==> config.mk <==
export PLATFORM = sky130hd
export DESIGN_NAME = resource_io_port_extractor_core
export DESIGN_NICKNAME = d
export VERILOG_FILES = /design/src/hw/rtl/rioe_pkg.sv /design/src/hw/rtl/rioe_in_stage.sv /design/src/hw/rtl/rioe_parser.sv /design/src/hw/rtl/rioe_out_stage.sv /design/src/hw/rtl/resource_io_port_extractor_core.sv
export VERILOG_INCLUDE_DIRS = /design/src /design/src/hw/rtl
export SDC_FILE = /design/constraint.sdc
export NUM_CORES = 1
export LEC_CHECK = 0
export BUFFER_PORTS_ARGS = -buffer_cell sky130_fd_sc_hd__buf_2
export CAP_MARGIN = 20
export CORE_ASPECT_RATIO = 2
export CORE_UTILIZATION = 56
export CTS_BUF_LIST = sky130_fd_sc_hd__clkbuf_8
export DETAILED_ROUTE_END_ITERATION = 8
export GPL_TIMING_DRIVEN = 0
export PLACE_DENSITY_LB_ADDON = 0.1
export SLEW_MARGIN = 20
export SYNTH_ARGS = -nofsm -noshare
export SYNTH_HDL_FRONTEND = slang
export SYNTH_HIERARCHICAL = 1
export SYNTH_SLANG_ARGS = --single-unit
==> constraint.sdc <==
create_clock -name clk -period 2.35 [get_ports clk]
set_input_delay 0.3525 -clock clk [delete_from_list [all_inputs] [get_ports clk]]
set_output_delay 0.3525 -clock clk [all_outputs]
set_load 0.02 [all_outputs]
==> src/hw/rtl/resource_io_port_extractor_core_assert.svh <==
// Assertion macros used by the resource IO port extractor parser
`ifndef RESOURCE_IO_PORT_EXTRACTOR_CORE_ASSERT_SVH
`define RESOURCE_IO_PORT_EXTRACTOR_CORE_ASSERT_SVH

// Same-cycle implication, checked out of reset
`define RIOE_ASSERT_NOW(label, ante, cons) \
    label: assert property (@(posedge clk) disable iff (!rst_n) (ante) |-> (cons)) \
        else $error("rioe assertion failed");

// Next-cycle implication, checked out of reset
`define RIOE_ASSERT_NEXT(label, ante, cons) \
    label: assert property (@(posedge clk) disable iff (!rst_n) (ante) |=> (cons)) \
        else $error("rioe assertion failed");

`endif

==> src/hw/rtl/rioe_pkg.sv <==
// Types and constants for the resource IO port extractor
`timescale 1ns / 1ps

package rioe_pkg;

    typedef struct packed {
        logic [7:0] in_byte;
        logic       is_last;
    } req_t;

    typedef struct packed {
        logic        found;
        logic [15:0] data_base;
        logic [15:0] cmd_base;
        logic [2:0]  ports_seen;
    } rsp_t;

    // per-cycle control from the top level to the input, parser and result stages
    typedef struct packed {
        logic take;   // parser consumes the held byte
        logic emit;   // held byte is the last one, result is written
    } ctl_t;

    localparam logic [2:0] PH_TAG    = 3'd0;
    localparam logic [2:0] PH_LEN_LO = 3'd1;
    localparam logic [2:0] PH_LEN_HI = 3'd2;
    localparam logic [2:0] PH_SKIP   = 3'd3;
    localparam logic [2:0] PH_BODY   = 3'd4;
    localparam logic [2:0] PH_DONE   = 3'd5;

    localparam logic [1:0] KIND_NONE  = 2'd0;
    localparam logic [1:0] KIND_IO    = 2'd1;
    localparam logic [1:0] KIND_FIXED = 2'd2;

    localparam logic [7:0] TAG_END        = 8'h79;
    localparam logic [7:0] TAG_LARGE_MASK = 8'h80;
    localparam logic [3:0] NAME_IO        = 4'h8;
    localparam logic [3:0] NAME_FIXED_IO  = 4'h9;
    localparam logic [2:0] MIN_LEN_IO     = 3'd7;
    localparam logic [2:0] MIN_LEN_FIXED  = 3'd3;

endpackage

==> src/hw/rtl/rioe_in_stage.sv <==
// Input register holding one request byte for the parser
`timescale 1ns / 1ps

module rioe_in_stage
(
    input  logic            clk,
    input  logic            rst_n,
    input  logic            byte_valid,
    output logic            byte_stall,
    input  rioe_pkg::req_t  byte_req,
    input  rioe_pkg::ctl_t  ctl,
    output logic            held_valid,
    output rioe_pkg::req_t  held
);

    logic           valid_reg;
    logic           valid_next;
    rioe_pkg::req_t data_reg;
    logic           accept;

    assign byte_stall = valid_reg && !ctl.take;
    assign accept     = byte_valid && !byte_stall;

    always_comb
    begin
        valid_next = valid_reg;
        if (accept)
        begin
            valid_next = 1'b1;
        end
        else if (ctl.take)
        begin
            valid_next = 1'b0;
        end
    end

    always_ff @(posedge clk or negedge rst_n)
    begin
        if (!rst_n)
        begin
            valid_reg <= 1'b0;
        end
        else
        begin
            valid_reg <= valid_next;
        end
    end

    always_ff @(posedge clk)
    begin
        if (accept)
        begin
            data_reg <= byte_req;
        end
    end

    assign held_valid = valid_reg;
    assign held       = data_reg;

endmodule

==> src/hw/rtl/rioe_parser.sv <==
// Descriptor walker: parser state, port capture and result value
`timescale 1ns / 1ps

`include "resource_io_port_extractor_core_assert.svh"

module rioe_parser
#(
    parameter int MAX_PORTS = 4
)
(
    input  logic            clk,
    input  logic            rst_n,
    input  rioe_pkg::ctl_t  ctl,
    input  rioe_pkg::req_t  held,
    output rioe_pkg::rsp_t  result
);

    localparam int CNT_W = $clog2(MAX_PORTS + 1);

    logic [2:0]       phase_reg, phase_next;
    logic [15:0]      left_reg, left_next;
    logic [1:0]       kind_reg, kind_next;
    logic [2:0]       idx_reg, idx_next;
    logic [7:0]       hold_reg, hold_next;
    logic [15:0]      pend_reg, pend_next;
    logic [15:0]      first_reg, first_next;
    logic [15:0]      second_reg, second_next;
    logic [CNT_W-1:0] count_reg, count_next;

    logic [7:0]  b;
    logic [3:0]  tag_name;
    logic [2:0]  tag_len;
    logic [15:0] large_len;
    logic        is_io;
    logic        is_fixed;
    logic        rec;
    logic        found;

    assign b         = held.in_byte;
    assign tag_name  = b[6:3];
    assign tag_len   = b[2:0];
    assign large_len = {b, hold_reg};
    assign is_io     = (kind_reg == rioe_pkg::KIND_IO);
    assign is_fixed  = (kind_reg == rioe_pkg::KIND_FIXED);

    always_comb
    begin
        phase_next  = phase_reg;
        left_next   = left_reg;
        kind_next   = kind_reg;
        idx_next    = idx_reg;
        hold_next   = hold_reg;
        pend_next   = pend_reg;
        first_next  = first_reg;
        second_next = second_reg;
        count_next  = count_reg;
        rec         = 1'b0;

        case (phase_reg)
            rioe_pkg::PH_LEN_LO:
            begin
                hold_next  = b;
                phase_next = rioe_pkg::PH_LEN_HI;
            end
            rioe_pkg::PH_LEN_HI:
            begin
                left_next  = large_len;
                phase_next = (large_len == 16'd0) ? rioe_pkg::PH_TAG : rioe_pkg::PH_SKIP;
            end
            rioe_pkg::PH_SKIP:
            begin
                left_next = left_reg - 16'd1;
                if (left_reg == 16'd1)
                begin
                    phase_next = rioe_pkg::PH_TAG;
                end
            end
            rioe_pkg::PH_BODY:
            begin
                // IO: min base at body bytes 1..2; fixed IO: base at 0..1
                if ((is_io && idx_reg == 3'd1) || (is_fixed && idx_reg == 3'd0))
                begin
                    hold_next = b;
                end
                if ((is_io && idx_reg == 3'd2) || (is_fixed && idx_reg == 3'd1))
                begin
                    pend_next = {b, hold_reg};
                end
                idx_next  = idx_reg + 3'd1;
                left_next = left_reg - 16'd1;
                if (left_reg == 16'd1)
                begin
                    phase_next = rioe_pkg::PH_TAG;
                    rec        = (kind_reg != rioe_pkg::KIND_NONE);
                end
            end
            rioe_pkg::PH_DONE:
            begin
                phase_next = phase_reg;
            end
            default:
            begin
                if (b == rioe_pkg::TAG_END)
                begin
                    phase_next = rioe_pkg::PH_DONE;
                end
                else if ((b & rioe_pkg::TAG_LARGE_MASK) != 8'd0)
                begin
                    phase_next = rioe_pkg::PH_LEN_LO;
                end
                else
                begin
                    kind_next = rioe_pkg::KIND_NONE;
                    if (tag_name == rioe_pkg::NAME_IO && tag_len >= rioe_pkg::MIN_LEN_IO)
                    begin
                        kind_next = rioe_pkg::KIND_IO;
                    end
                    else if (tag_name == rioe_pkg::NAME_FIXED_IO &&
                             tag_len >= rioe_pkg::MIN_LEN_FIXED)
                    begin
                        kind_next = rioe_pkg::KIND_FIXED;
                    end
                    idx_next   = 3'd0;
                    left_next  = {13'd0, tag_len};
                    phase_next = (tag_len == 3'd0) ? rioe_pkg::PH_TAG : rioe_pkg::PH_BODY;
                end
            end
        endcase

        if (rec)
        begin
            if (count_reg == CNT_W'(0))
            begin
                first_next = pend_next;
            end
            else if (count_reg == CNT_W'(1))
            begin
                second_next = pend_next;
            end
            count_next = count_reg + CNT_W'(1);
            if (int'(count_next) >= MAX_PORTS)
            begin
                phase_next = rioe_pkg::PH_DONE;
            end
        end
    end

    // result reflects the byte just parsed
    assign found = (count_next >= CNT_W'(2));

    always_comb
    begin
        result.found      = found;
        result.data_base  = found ? first_next : 16'd0;
        result.cmd_base   = found ? second_next : 16'd0;
        result.ports_seen = (int'(count_next) > 7) ? 3'd7 : 3'(count_next);
    end

    always_ff @(posedge clk or negedge rst_n)
    begin
        if (!rst_n)
        begin
            phase_reg  <= rioe_pkg::PH_TAG;
            left_reg   <= 16'd0;
            kind_reg   <= rioe_pkg::KIND_NONE;
            idx_reg    <= 3'd0;
            hold_reg   <= 8'd0;
            pend_reg   <= 16'd0;
            first_reg  <= 16'd0;
            second_reg <= 16'd0;
            count_reg  <= '0;
        end
        else if (ctl.emit)
        begin
            // buffer finished: start clean for the next one
            phase_reg  <= rioe_pkg::PH_TAG;
            left_reg   <= 16'd0;
            kind_reg   <= rioe_pkg::KIND_NONE;
            idx_reg    <= 3'd0;
            hold_reg   <= 8'd0;
            pend_reg   <= 16'd0;
            first_reg  <= 16'd0;
            second_reg <= 16'd0;
            count_reg  <= '0;
        end
        else if (ctl.take)
        begin
            phase_reg  <= phase_next;
            left_reg   <= left_next;
            kind_reg   <= kind_next;
            idx_reg    <= idx_next;
            hold_reg   <= hold_next;
            pend_reg   <= pend_next;
            first_reg  <= first_next;
            second_reg <= second_next;
            count_reg  <= count_next;
        end
    end

    `RIOE_ASSERT_NEXT(a_clear_count, ctl.emit, count_reg == '0)
    `RIOE_ASSERT_NEXT(a_clear_phase, ctl.emit, phase_reg == rioe_pkg::PH_TAG)
    `RIOE_ASSERT_NOW(a_count_bounded, 1'b1, int'(count_reg) <= MAX_PORTS)
    `RIOE_ASSERT_NOW(a_full_is_done, int'(count_reg) == MAX_PORTS, phase_reg == rioe_pkg::PH_DONE)
    `RIOE_ASSERT_NOW(a_body_nonempty, phase_reg == rioe_pkg::PH_BODY, left_reg != 16'd0)

endmodule

==> src/hw/rtl/rioe_out_stage.sv <==
// Result register between the parser and the report channel
`timescale 1ns / 1ps

module rioe_out_stage
(
    input  logic            clk,
    input  logic            rst_n,
    input  rioe_pkg::ctl_t  ctl,
    input  rioe_pkg::rsp_t  result,
    output logic            free,
    output logic            report_valid,
    input  logic            report_stall,
    output rioe_pkg::rsp_t  report
);

    logic           valid_reg;
    logic           valid_next;
    rioe_pkg::rsp_t data_reg;

    assign free = !valid_reg || !report_stall;

    always_comb
    begin
        valid_next = valid_reg;
        if (ctl.emit)
        begin
            valid_next = 1'b1;
        end
        else if (!report_stall)
        begin
            valid_next = 1'b0;
        end
    end

    always_ff @(posedge clk or negedge rst_n)
    begin
        if (!rst_n)
        begin
            valid_reg <= 1'b0;
        end
        else
        begin
            valid_reg <= valid_next;
        end
    end

    always_ff @(posedge clk)
    begin
        if (ctl.emit)
        begin
            data_reg <= result;
        end
    end

    assign report_valid = valid_reg;
    assign report       = data_reg;

endmodule

==> src/hw/rtl/resource_io_port_extractor_core.sv <==
// Top level of the resource descriptor IO port extractor
`timescale 1ns / 1ps

// Walks a resource descriptor buffer one byte per request and, on the byte
// flagged is_last, returns one report: found, the first two recorded IO
// port bases (data, command) and the number of ports seen. Throughput is one
// byte per cycle while no final byte is held back; a byte passes an input
// register, then the parser updates its state, and a final byte also writes
// the report register, which raises report_valid. Non-final bytes never
// wait on the report channel; a final byte is held in the input register
// while an earlier report is still stalled in the report register.

module resource_io_port_extractor_core
#(
    parameter int MAX_PORTS = 4
)
(
    input  logic            clk,
    input  logic            rst_n,
    input  logic            byte_valid,
    output logic            byte_stall,
    input  rioe_pkg::req_t  byte_req,
    output logic            report_valid,
    input  logic            report_stall,
    output rioe_pkg::rsp_t  report
);

    rioe_pkg::ctl_t ctl;
    rioe_pkg::req_t held;
    rioe_pkg::rsp_t result;
    logic           held_valid;
    logic           out_free;

    always_comb
    begin
        ctl.take = held_valid && (!held.is_last || out_free);
        ctl.emit = held_valid && held.is_last && out_free;
    end

    rioe_in_stage u_in
    (
        .clk        (clk),
        .rst_n      (rst_n),
        .byte_valid (byte_valid),
        .byte_stall (byte_stall),
        .byte_req   (byte_req),
        .ctl        (ctl),
        .held_valid (held_valid),
        .held       (held)
    );

    rioe_parser #(
        .MAX_PORTS (MAX_PORTS)
    ) u_parser
    (
        .clk    (clk),
        .rst_n  (rst_n),
        .ctl    (ctl),
        .held   (held),
        .result (result)
    );

    rioe_out_stage u_out
    (
        .clk          (clk),
        .rst_n        (rst_n),
        .ctl          (ctl),
        .result       (result),
        .free         (out_free),
        .report_valid (report_valid),
        .report_stall (report_stall),
        .report       (report)
    );

endmodule

==> flow_metrics.py, run 1 <==
metrics = {
    "die": {
        "die_area_um2": 12200,
        "initial_core_util": 0.577,
        "rows": 55,
        "die_y_um": 155,
        "ios": 51,
        "core_um2": 11400,
        "dieWidth_um": 78.5,
    },
    "synthesis": {
        "ys_ff_latch": 130,
        "syn_area_per_cell_um2": 10.6,
        "syn-instance-count": 617,
        "ys_seq_area_frac": 0.531,
        "synth_most_common_cell": "dfrtp_1",
        "synth_top_cell_area_share": 0.324,
        "synth_cell_types": 62,
        "yosysTopAreaCell": "dfrtp_1",
        "synth_edf_count": 45,
        "synth_fp_nets": 639,
        "ys_dominant_reg_cell": "dfrtp_1",
        "ys.warnings.count": 6,
        "ys_async_sr_fraction": 0.654,
        "synth_area_um2": 6560,
        "synthTopCellsByArea": "dfrtp_1, edfxtp_1, mux2i_1",
        "ys_top_cells_by_count": "dfrtp_1, nand2_1, a21oi_1",
    },
    "detailed_routing": {
        "postRouteAntennaNets": 0,
        "routed_wl_mm": 20.7,
        "vias": 5648,
        "route.detailed.drc": 0,
        "post_drt_wl_per_cell_um": 23.5,
        "viasPerCell": 6.40,
        "drt_iter0_drc": 472,
        "drt_first_pass_iters": 5,
    },
    "sta": {
        "setup_viol": 51,
        "drv_slew": 0,
        "hold_viol": 0,
        "tns_ns": -4.07,
        "clock_skew_ns": 0.0124,
        "slew_headroom": 0.500,
        "max_freq_ghz": 0.398,
        "rsz0062_at_grt": "true",
        "tightest_slew_ns": 0.750,
        "whs_ns": 0.0781,
        "fin_ws_ns": -0.163,
        "fin_crit_sh": 1.07,
        "period_needed_ns": 2.51,
    },
    "clock_tree": {
        "path_clk_slew_ns": 0.09,
        "cts_root_buf": "clkbuf_8",
        "cts.sinks": 130,
        "cts_tree": "done",
        "clk_latency_ns": 0.46,
        "cts_buffers": 17,
        "ctsHtreeMaxLevel": 4,
        "clock_path_buffers": 2,
    },
    "placement": {
        "place.port_buffers": 50,
        "pre_cts_slack_ns": -0.717,
        "gp_congestion": 0.927,
        "dpl.hpwl_mm": 12.1,
    },
    "setup_path": {
        "reg2reg_from": "u_parser/left_reg[9]",
        "crit_chain": "or4_4 -> nor4_4 -> buf_4 -> and2_4 -> mux2i_4 -> buf_6 -> o2bb2ai_2",
        "crit_path_start_kind": "register",
        "rrSetupSlack_ns": -0.16,
        "crit_buf_inv": 2,
        "arrival_ns": 2.81,
        "crit_type": "reg2reg",
        "critPathTopFamily": "simple AND/OR/NAND/NOR gates",
        "required_ns": 2.65,
        "startpoint": "u_parser/left_reg[9]",
        "path_max_fanout": 6,
        "timing.rr.end": "u_out/report[21]",
        "crit_path_max_incr_delay_ns": 0.56,
        "worst_path_max_delay_cell": "or4_4",
        "critPathCaptureType": "register",
        "r2r.worst_path.cells": 7,
    },
    "final_layout": {
        "multi_input_area_um2": 3340,
        "drive_above_1_share": 0.345,
        "post-route-util": 0.751,
        "fin_nets": 749,
        "largest_reg_flops": 36,
        "area_growth_pct": 30.0,
        "insertedDiodeCount": 0,
        "seqCellArea_um2": 3480,
        "filler_cell_count": 758,
    },
    "global_routing": {
        "track_usage": 0.331,
        "grt_overflow_total": 0,
        "grt_pass1_vias": 5630,
        "antenna_found_initial": 0,
        "grt_pass1_wl_mm": 29.7,
        "grt_max_degree": 58,
    },
    "status": {
        "violations": "setup timing",
        "status": "complete, but fails checks",
    },
    "min_path": {
        "hold_end": "u_in/held[2]",
        "min_from": "byte_req[2]",
        "hold_class": "in2reg",
        "holdPathStages": 1,
    },
    "power": {
        "p_per_area_nw_per_um2": 905,
        "power_leakage_nw": 3.63,
        "total_power_mw": 7.72,
        "ir_drop_mv": 0.615,
    },
    "flow_run": {
        "drv_cap": 0,
    },
}
power breakdown:
part / internal [mW] / switching [mW] / leakage, nW
registers: 2.61 / 0.377 / 1.59
clock network: 1.17 / 0.991 / 0.219
logic: 1.10 / 1.47 / 1.82
total: 4.88 / 2.84 / 3.63
what timing repair did:
item | CTS | global route
cloned | 6 | 2
gates resized for setup | 67 | 90
endpoints found under the hold margin | 28 | 0
pin swaps | 13 | 8
endpoints found under the setup margin | 105 | 111
hold buffers | 1 | 0
buffers inserted | 23 | 16
cells by family after synthesis:
| logic type | synth area share |
|---|---|
| XOR/XNOR | 0.0107 |
| buffers and inverters | 0.0366 |
| AO/OA/AOI/OAI | 0.153 |
| adder cells (fa/ha/maj) | 0.0172 |
| multiplexers | 0.0954 |
| flip-flops | 0.531 |
| AND/OR/NAND/NOR | 0.156 |
cells in the final DEF, fill, tap and decap left out, types with 5 or more instances in the layout:
cell and n:
mux2i_1 21, mux2_2 25, nor2b_1 10, nor4_1 6, inv_6 5, clkbuf_1 11
buf_2 51, a22oi_1 9, mux2i_4 7, ha_1 9, a31oi_1 6, dfrtp_1 85
buf_6 17, a32oi_1 6, inv_1 13, a21oi_2 7, a21oi_1 41, o2bb2ai_1 10
nand2_2 11, buf_4 31, mux2i_2 6, o2bb2ai_2 16, nand3_1 11, nor3_1 9
clkbuf_8 17, nand3b_1 6, o21ai_0 29, o2bb2ai_4 6, edfxtp_1 45, buf_8 9
nand2_1 70, nor2_1 44
worst max path at each step:
stage	to	slack (ns)	cells past startpoint
floorplan	u_out/report[29]	0.007	8
global placement	u_parser/pend_reg[11]	-0.68	8
detailed placement	u_parser/pend_reg[10]	-0.72	8
CTS	u_out/report[27]	-0.18	9
global route	u_out/report[21]	-0.21	7
finish	u_out/report[21]	-0.16	7
layer usage:
| layer | GRT usage | part of all wire | up-vias |
|---|---|---|---|
| li1 | - | - | 2482 |
| met1 | 0.344 | 0.34 | 2797 |
| met2 | 0.592 | 0.54 | 270 |
| met3 | 0.0645 | 0.052 | 99 |
| met4 | 0.214 | 0.069 | 0 |
| met5 | 0 | 0 | - |
stage by stage:
stage                     instances  cell area [um^2]
after global placement          809              7010
after CTS                       870              7990
after floorplan                 617              6590
after detailed placement        810              7040
final                           882              8520
after global routing            882              8520
final cells by class:
type | count | area share
Tap cell | 142 | 0.0208
Sequential cell | 130 | 0.408
Inverter | 13 | 0.00616
Multi-Input combinational cell | 435 | 0.392
Buffer | 32 | 0.0319
Timing Repair Buffer | 98 | 0.0894
Clock buffer | 17 | 0.0274
Clock inverter | 15 | 0.0241
Power figures use the tool's default switching activity.
==> run 2, diff against run 1 <==
Settings changed: MAX_ROUTING_LAYER set to met4.
==> flow_metrics.py, run 2 (synthesis gave the netlist of run 1 again) <==
metrics = {
    "clock_tree": {
        "ctsHtreeMaxLevel": 4,
        "cts_tree": "done",
        "clock_path_buffers": 2,
        "cts.sinks": 130,
        "cts_buffers": 17,
        "cts_root_buf": "clkbuf_8",
        "clk_latency_ns": 0.45,
        "path_clk_slew_ns": 0.08,
    },
    "detailed_routing": {
        "vias": 5733,
        "post_drt_wl_per_cell_um": 24.1,
        "viasPerCell": 6.47,
        "routed_wl_mm": 21.4,
        "drt_first_pass_iters": 5,
        "drt_iter0_drc": 476,
        "route.detailed.drc": 0,
        "postRouteAntennaNets": 0,
    },
    "die": {
        "initial_core_util": 0.577,
        "dieWidth_um": 78.5,
        "core_um2": 11400,
        "die_y_um": 155,
        "ios": 51,
        "rows": 55,
        "die_area_um2": 12200,
    },
    "setup_path": {
        "timing.rr.end": "u_out/report[33]",
        "crit_path_max_incr_delay_ns": 0.58,
        "crit_buf_inv": 3,
        "crit_chain": "or4_4 -> nor4_4 -> buf_4 -> and2_4 -> mux2i_4 -> buf_12 -> buf_6 -> o2bb2ai_2",
        "crit_path_start_kind": "register",
        "worst_path_max_delay_cell": "or4_4",
        "r2r.worst_path.cells": 8,
        "reg2reg_from": "u_parser/left_reg[10]",
        "required_ns": 2.64,
        "path_max_fanout": 5,
        "rrSetupSlack_ns": -0.16,
        "crit_type": "reg2reg",
        "critPathTopFamily": "simple AND/OR/NAND/NOR gates",
        "critPathCaptureType": "register",
        "arrival_ns": 2.80,
    },
    "power": {
        "p_seq_frac": 0.382,
        "clock_power_share": 0.287,
        "switching_share": 0.360,
        "p_per_area_nw_per_um2": 898,
        "switchingPower_mw": 2.82,
        "ir_drop_mv": 0.799,
        "internal-power_mw": 5.02,
        "total_power_mw": 7.84,
        "combinationalPowerShare": 0.331,
        "power_leakage_nw": 3.71,
    },
    "flow_run": {
        "drv_cap": 0,
    },
    "sta": {
        "tightest_slew_ns": 0.751,
        "setup_viol": 66,
        "fin_crit_sh": 1.07,
        "hold_viol": 0,
        "drv_slew": 0,
        "period_needed_ns": 2.51,
        "slew_headroom": 0.499,
        "clock_skew_ns": 0.0158,
        "rsz0062_at_grt": "true",
        "max_freq_ghz": 0.399,
        "fin_ws_ns": -0.157,
    },
    "global_routing": {
        "track_usage": 0.347,
        "grt_max_degree": 45,
        "grt_pass1_wl_mm": 30.3,
        "grt_overflow_total": 0,
        "grt_pass1_vias": 5517,
        "antenna_found_initial": 0,
    },
    "min_path": {
        "hold_class": "in2reg",
        "min_from": "byte_req[0]",
        "hold_end": "u_in/held[0]",
        "holdPathStages": 1,
    },
    "final_layout": {
        "filler_cell_count": 726,
        "final_common_cell": "dfrtp_1",
        "area_growth_pct": 33.1,
        "final_cell_mix": "dfrtp_1, nand2_1, buf_2",
        "fin_nets": 754,
        "post-route-util": 0.768,
        "drive_above_1_share": 0.388,
        "insertedDiodeCount": 0,
        "largest_reg_flops": 36,
    },
    "status": {
        "status": "complete, but fails checks",
        "violations": "setup timing",
    },
    "placement": {
        "place.port_buffers": 50,
        "gp_congestion": 0.917,
        "dpl.hpwl_mm": 12.1,
    },
}
## run 2: metrics by stage
step	instances	hold WS, ns	setup WS [ns]	setup TNS (ns)	cell area, um^2
finish	886	0.0904	-0.157	-5.91	8720
global route	886	0.0767	-0.221	-11.34	8720
CTS	876	0.0744	-0.222	-6.79	8210
detailed placement	810	0.390	-0.720	-41.49	7040
global placement	809	0.478	-0.665	-38.22	7010
floorplan	617	0.0569	0.00667	0	6590
## run 2: power by group through the flow
stage	sequential, mW	clock, mW	combinational, mW
after floorplan	2.93	0	1.38
after global placement	2.98	0	1.90
after detailed placement	3.00	0	1.94
after CTS	2.95	2.25	2.29
after global routing	3.01	2.36	2.79
final	2.99	2.25	2.60
## run 2: metal layers
metal | up-vias | global-route usage | wire length (um)
li1 | 2484 | - | -
met1 | 2861 | 0.355 | 7300
met3 | 92 | 0.0592 | 1100
met2 | 296 | 0.609 | 11500
met5 | - | - | 0
met4 | 0 | 0.201 | 1470
## run 2: layout make-up
class                   instances  area (um^2)  area share
flip-flops and latches        130         3480       0.399
multi-input cells             435         3410       0.391
repair buffers                101          842      0.0965
plain buffers                  34          300      0.0344
clock buffers                  17          234      0.0268
clock inverters                14          228      0.0261
well taps                     142          178      0.0204
inverters                      13         48.8     0.00559
## run 2: worst max-delay path by stage
stage,from,endpoint,slack (ns),cells past startpoint
after floorplan,u_parser/phase_reg[0],u_out/report[29],0.007,8
after global placement,report_stall,u_parser/pend_reg[11],-0.66,8
after detailed placement,report_stall,u_parser/pend_reg[9],-0.72,8
after CTS,u_parser/left_reg[4],u_out/report[31],-0.22,9
after global routing,u_parser/left_reg[10],u_out/report[33],-0.22,8
final,u_parser/left_reg[10],u_out/report[33],-0.16,8
## run 2: repair_timing
item	in CTS	in global routing
setup endpoints to repair	105	105
hold buffers	1	0
pin swaps	35	14
endpoints found under the hold margin	41	0
cloned	7	2
resized for setup	99	93
buffers inserted	28	13
## run 2: worst register-to-register path, cell delays in order, from the launching register on
cell       delay (ns)
dfrtp_1          0.40
or4_4            0.58
nor4_4           0.28
buf_4            0.18
and2_4           0.22
mux2i_4          0.27
buf_12           0.15
buf_6            0.15
o2bb2ai_2        0.12
==> run 3, diff against run 2 <==
--- a/config.mk
+++ b/config.mk
@@ -8,2 +8,3 @@
 export LEC_CHECK = 0
+export ABC_AREA = 1
 export BUFFER_PORTS_ARGS = -buffer_cell sky130_fd_sc_hd__buf_2
==> constraint.sdc (replaced) <==
create_clock -name clk -period 2.35 [get_ports clk]
set_input_delay 0.235 -clock clk [delete_from_list [all_inputs] [get_ports clk]]
set_output_delay 0.235 -clock clk [all_outputs]
set_load 0.02 [all_outputs]
==> flow_metrics.py, run 3 <==
metrics = {
    "global_routing": {
        "track_usage": 0.314,
        "antenna_found_initial": 0,
        "grt_overflow_total": 0,
        "grt_pass1_vias": 5844,
        "grt_pass1_wl_mm": 28.2,
        "grt_max_degree": 50,
    },
    "power": {
        "ir_drop_mv": 0.728,
        "power_leakage_nw": 3.88,
        "p_per_area_nw_per_um2": 991,
    },
    "clock_tree": {
        "cts_tree": "done",
        "cts_root_buf": "clkbuf_8",
        "path_clk_slew_ns": 0.08,
        "cts_buffers": 17,
        "clock_path_buffers": 2,
        "cts.sinks": 130,
        "ctsHtreeMaxLevel": 4,
        "clk_latency_ns": 0.45,
    },
    "die": {
        "dieWidth_um": 79.2,
        "die_area_um2": 12400,
        "ios": 51,
        "die_y_um": 156,
        "initial_core_util": 0.574,
        "rows": 56,
        "core_um2": 11600,
    },
    "detailed_routing": {
        "vias": 5894,
        "postRouteAntennaNets": 0,
        "drt_iter0_drc": 387,
        "post_drt_wl_per_cell_um": 17.4,
        "viasPerCell": 5.66,
        "routed_wl_mm": 18.1,
        "drt_first_pass_iters": 5,
        "route.detailed.drc": 0,
    },
    "sta": {
        "drv_slew": 0,
        "clock_skew_ns": 0.0151,
        "fin_crit_sh": 0.956,
        "setup_viol": 0,
        "hold_viol": 0,
        "max_freq_ghz": 0.445,
        "fin_ws_ns": 0.103,
        "slew_headroom": 0.509,
        "whs_ns": 0.0315,
        "tightest_slew_ns": 0.737,
        "period_needed_ns": 2.25,
        "tns_ns": 0,
        "rsz0062_at_grt": "true",
    },
    "synthesis": {
        "ys_top_cells_by_count": "nand2_1, dfrtp_1, nand3_1",
        "ys_ff_latch": 130,
        "ys.warnings.count": 6,
        "ys_seq_area_frac": 0.521,
        "synth_area_um2": 6670,
        "synth_edf_count": 45,
        "ys_async_sr_fraction": 0.654,
        "synth_most_common_cell": "nand2_1",
        "synth_fp_nets": 820,
        "ys_dominant_reg_cell": "dfrtp_1",
        "synthTopCellsByArea": "dfrtp_1, nand2_1, edfxtp_1",
        "syn-instance-count": 798,
        "syn_area_per_cell_um2": 8.36,
        "synth_cell_types": 39,
        "yosysTopAreaCell": "dfrtp_1",
        "synth_top_cell_area_share": 0.319,
    },
    "setup_path": {
        "required_ns": 2.68,
        "crit_path_start_kind": "register",
        "path_max_fanout": 10,
        "critPathCaptureType": "register",
        "arrival_ns": 2.58,
        "crit_type": "reg2reg",
    },
    "final_layout": {
        "insertedDiodeCount": 0,
        "filler_cell_count": 998,
        "area_growth_pct": 16.4,
        "fin_cells": 1042,
        "post-route-util": 0.668,
        "fin_nets": 906,
        "final_cell_mix": "nand2_1, dfrtp_1, buf_2",
        "largest_reg_flops": 36,
        "final_common_cell": "nand2_1",
        "drive_above_1_share": 0.182,
    },
    "placement": {
        "dp.cells": 994,
        "gp_congestion": 0.927,
        "dpl.hpwl_mm": 13.0,
        "pre_cts_slack_ns": -0.825,
        "place.port_buffers": 50,
    },
    "status": {
        "status": "complete, no violations",
    },
    "min_path": {
        "hold_class": "in2reg",
    },
    "flow_run": {
        "drv_cap": 0,
    },
}
[run 3: cell types whose count changed after synthesis, sizes merged, moves of 8 or more]
cell / change
o2bb2ai: -32
nand2: +296
a21oi: -12
nand3: +37
mux2i: -34
clkbuf: -13
mux2: -25
inv: +33
a22o: +14
nor2b: -10
a22oi: -8
nor4: -8
[run 3: power breakdown]
part / internal (mW) / total (mW) / leakage (nW) / switching, mW
combinational: 0.824 / 2.63 / 2.07 / 1.81
clock: 1.17 / 2.13 / 0.220 / 0.959
sequential: 2.62 / 2.93 / 1.60 / 0.309
total: 4.62 / 7.69 / 3.88 / 3.07
[run 3: area by class of cell]
class                      count  area (um^2)  share of cell area
sequential                   130         3480               0.448
multi-input combinational    597         2910               0.375
clock inverter                15          208              0.0267
timing repair buffer          65          413              0.0532
buffer                        27          161              0.0208
inverter                      46          176              0.0227
tap                          145          181              0.0234
clock buffer                  17          234              0.0301
[run 3: cell families after synthesis]
logic type | share of synthesized area
flip-flops | 0.521
buffers and inverters | 0.0501
AO/OA/AOI/OAI | 0.0894
AND/OR/NAND/NOR | 0.316
XOR/XNOR | 0.00656
adder cells (fa/ha/maj) | 0.0169
[run 3: per-layer routing]
| layer | vias to the layer above | track usage | part of all wire |
|---|---|---|---|
| li1 | 2771 | - | - |
| met1 | 2837 | 0.305 | 0.35 |
| met2 | 210 | 0.569 | 0.56 |
| met3 | 76 | 0.0472 | 0.040 |
| met4 | 0 | 0.193 | 0.057 |
| met5 | - | - | 0 |
[run 3: worst paths after layout]
kind	startpoint	to	slack, ns	cells past startpoint
max	u_in/held_valid	u_parser/hold_reg[2]	0.10	9
min	report_stall	u_out/report_valid	0.03	3
max reg2reg	u_in/held_valid	u_parser/hold_reg[2]	0.10	9
min reg2reg	u_parser/first_reg[3]	u_parser/first_reg[3]	0.48	2
max in group asynchronous	rst_n	u_parser/pend_reg[5]	1.39	3
min in group asynchronous	rst_n	u_parser/count_reg[1]	0.30	2
[run 3: per-stage QoR]
stage,total power [mW],instance area (um^2)
2_1_floorplan,4.80,6680
5_1_grt,8.09,7760
4_1_cts,7.67,7730
6_report,7.69,7760
3_3_place_gp,5.44,7110
3_5_place_dp,5.52,7140
[run 3: repair_timing]
action                     4_1_cts  5_1_grt
hold endpoints to repair        46        0
setup endpoints to repair       83       69
pin swaps                        1        1
setup buffers                    3        0
gates cloned                     2        0
hold buffers                    11        0
resized for setup                1       11
[run 3: critical path, cell delays in order, from the launching register on]
cell	delay, ns
dfrtp_1	0.42
inv_1	0.31
nor2_4	0.11
buf_2	0.23
nor2_2	0.23
nand3_1	0.22
nand3_2	0.21
buf_2	0.24
nand2_1	0.07
o31ai_1	0.08
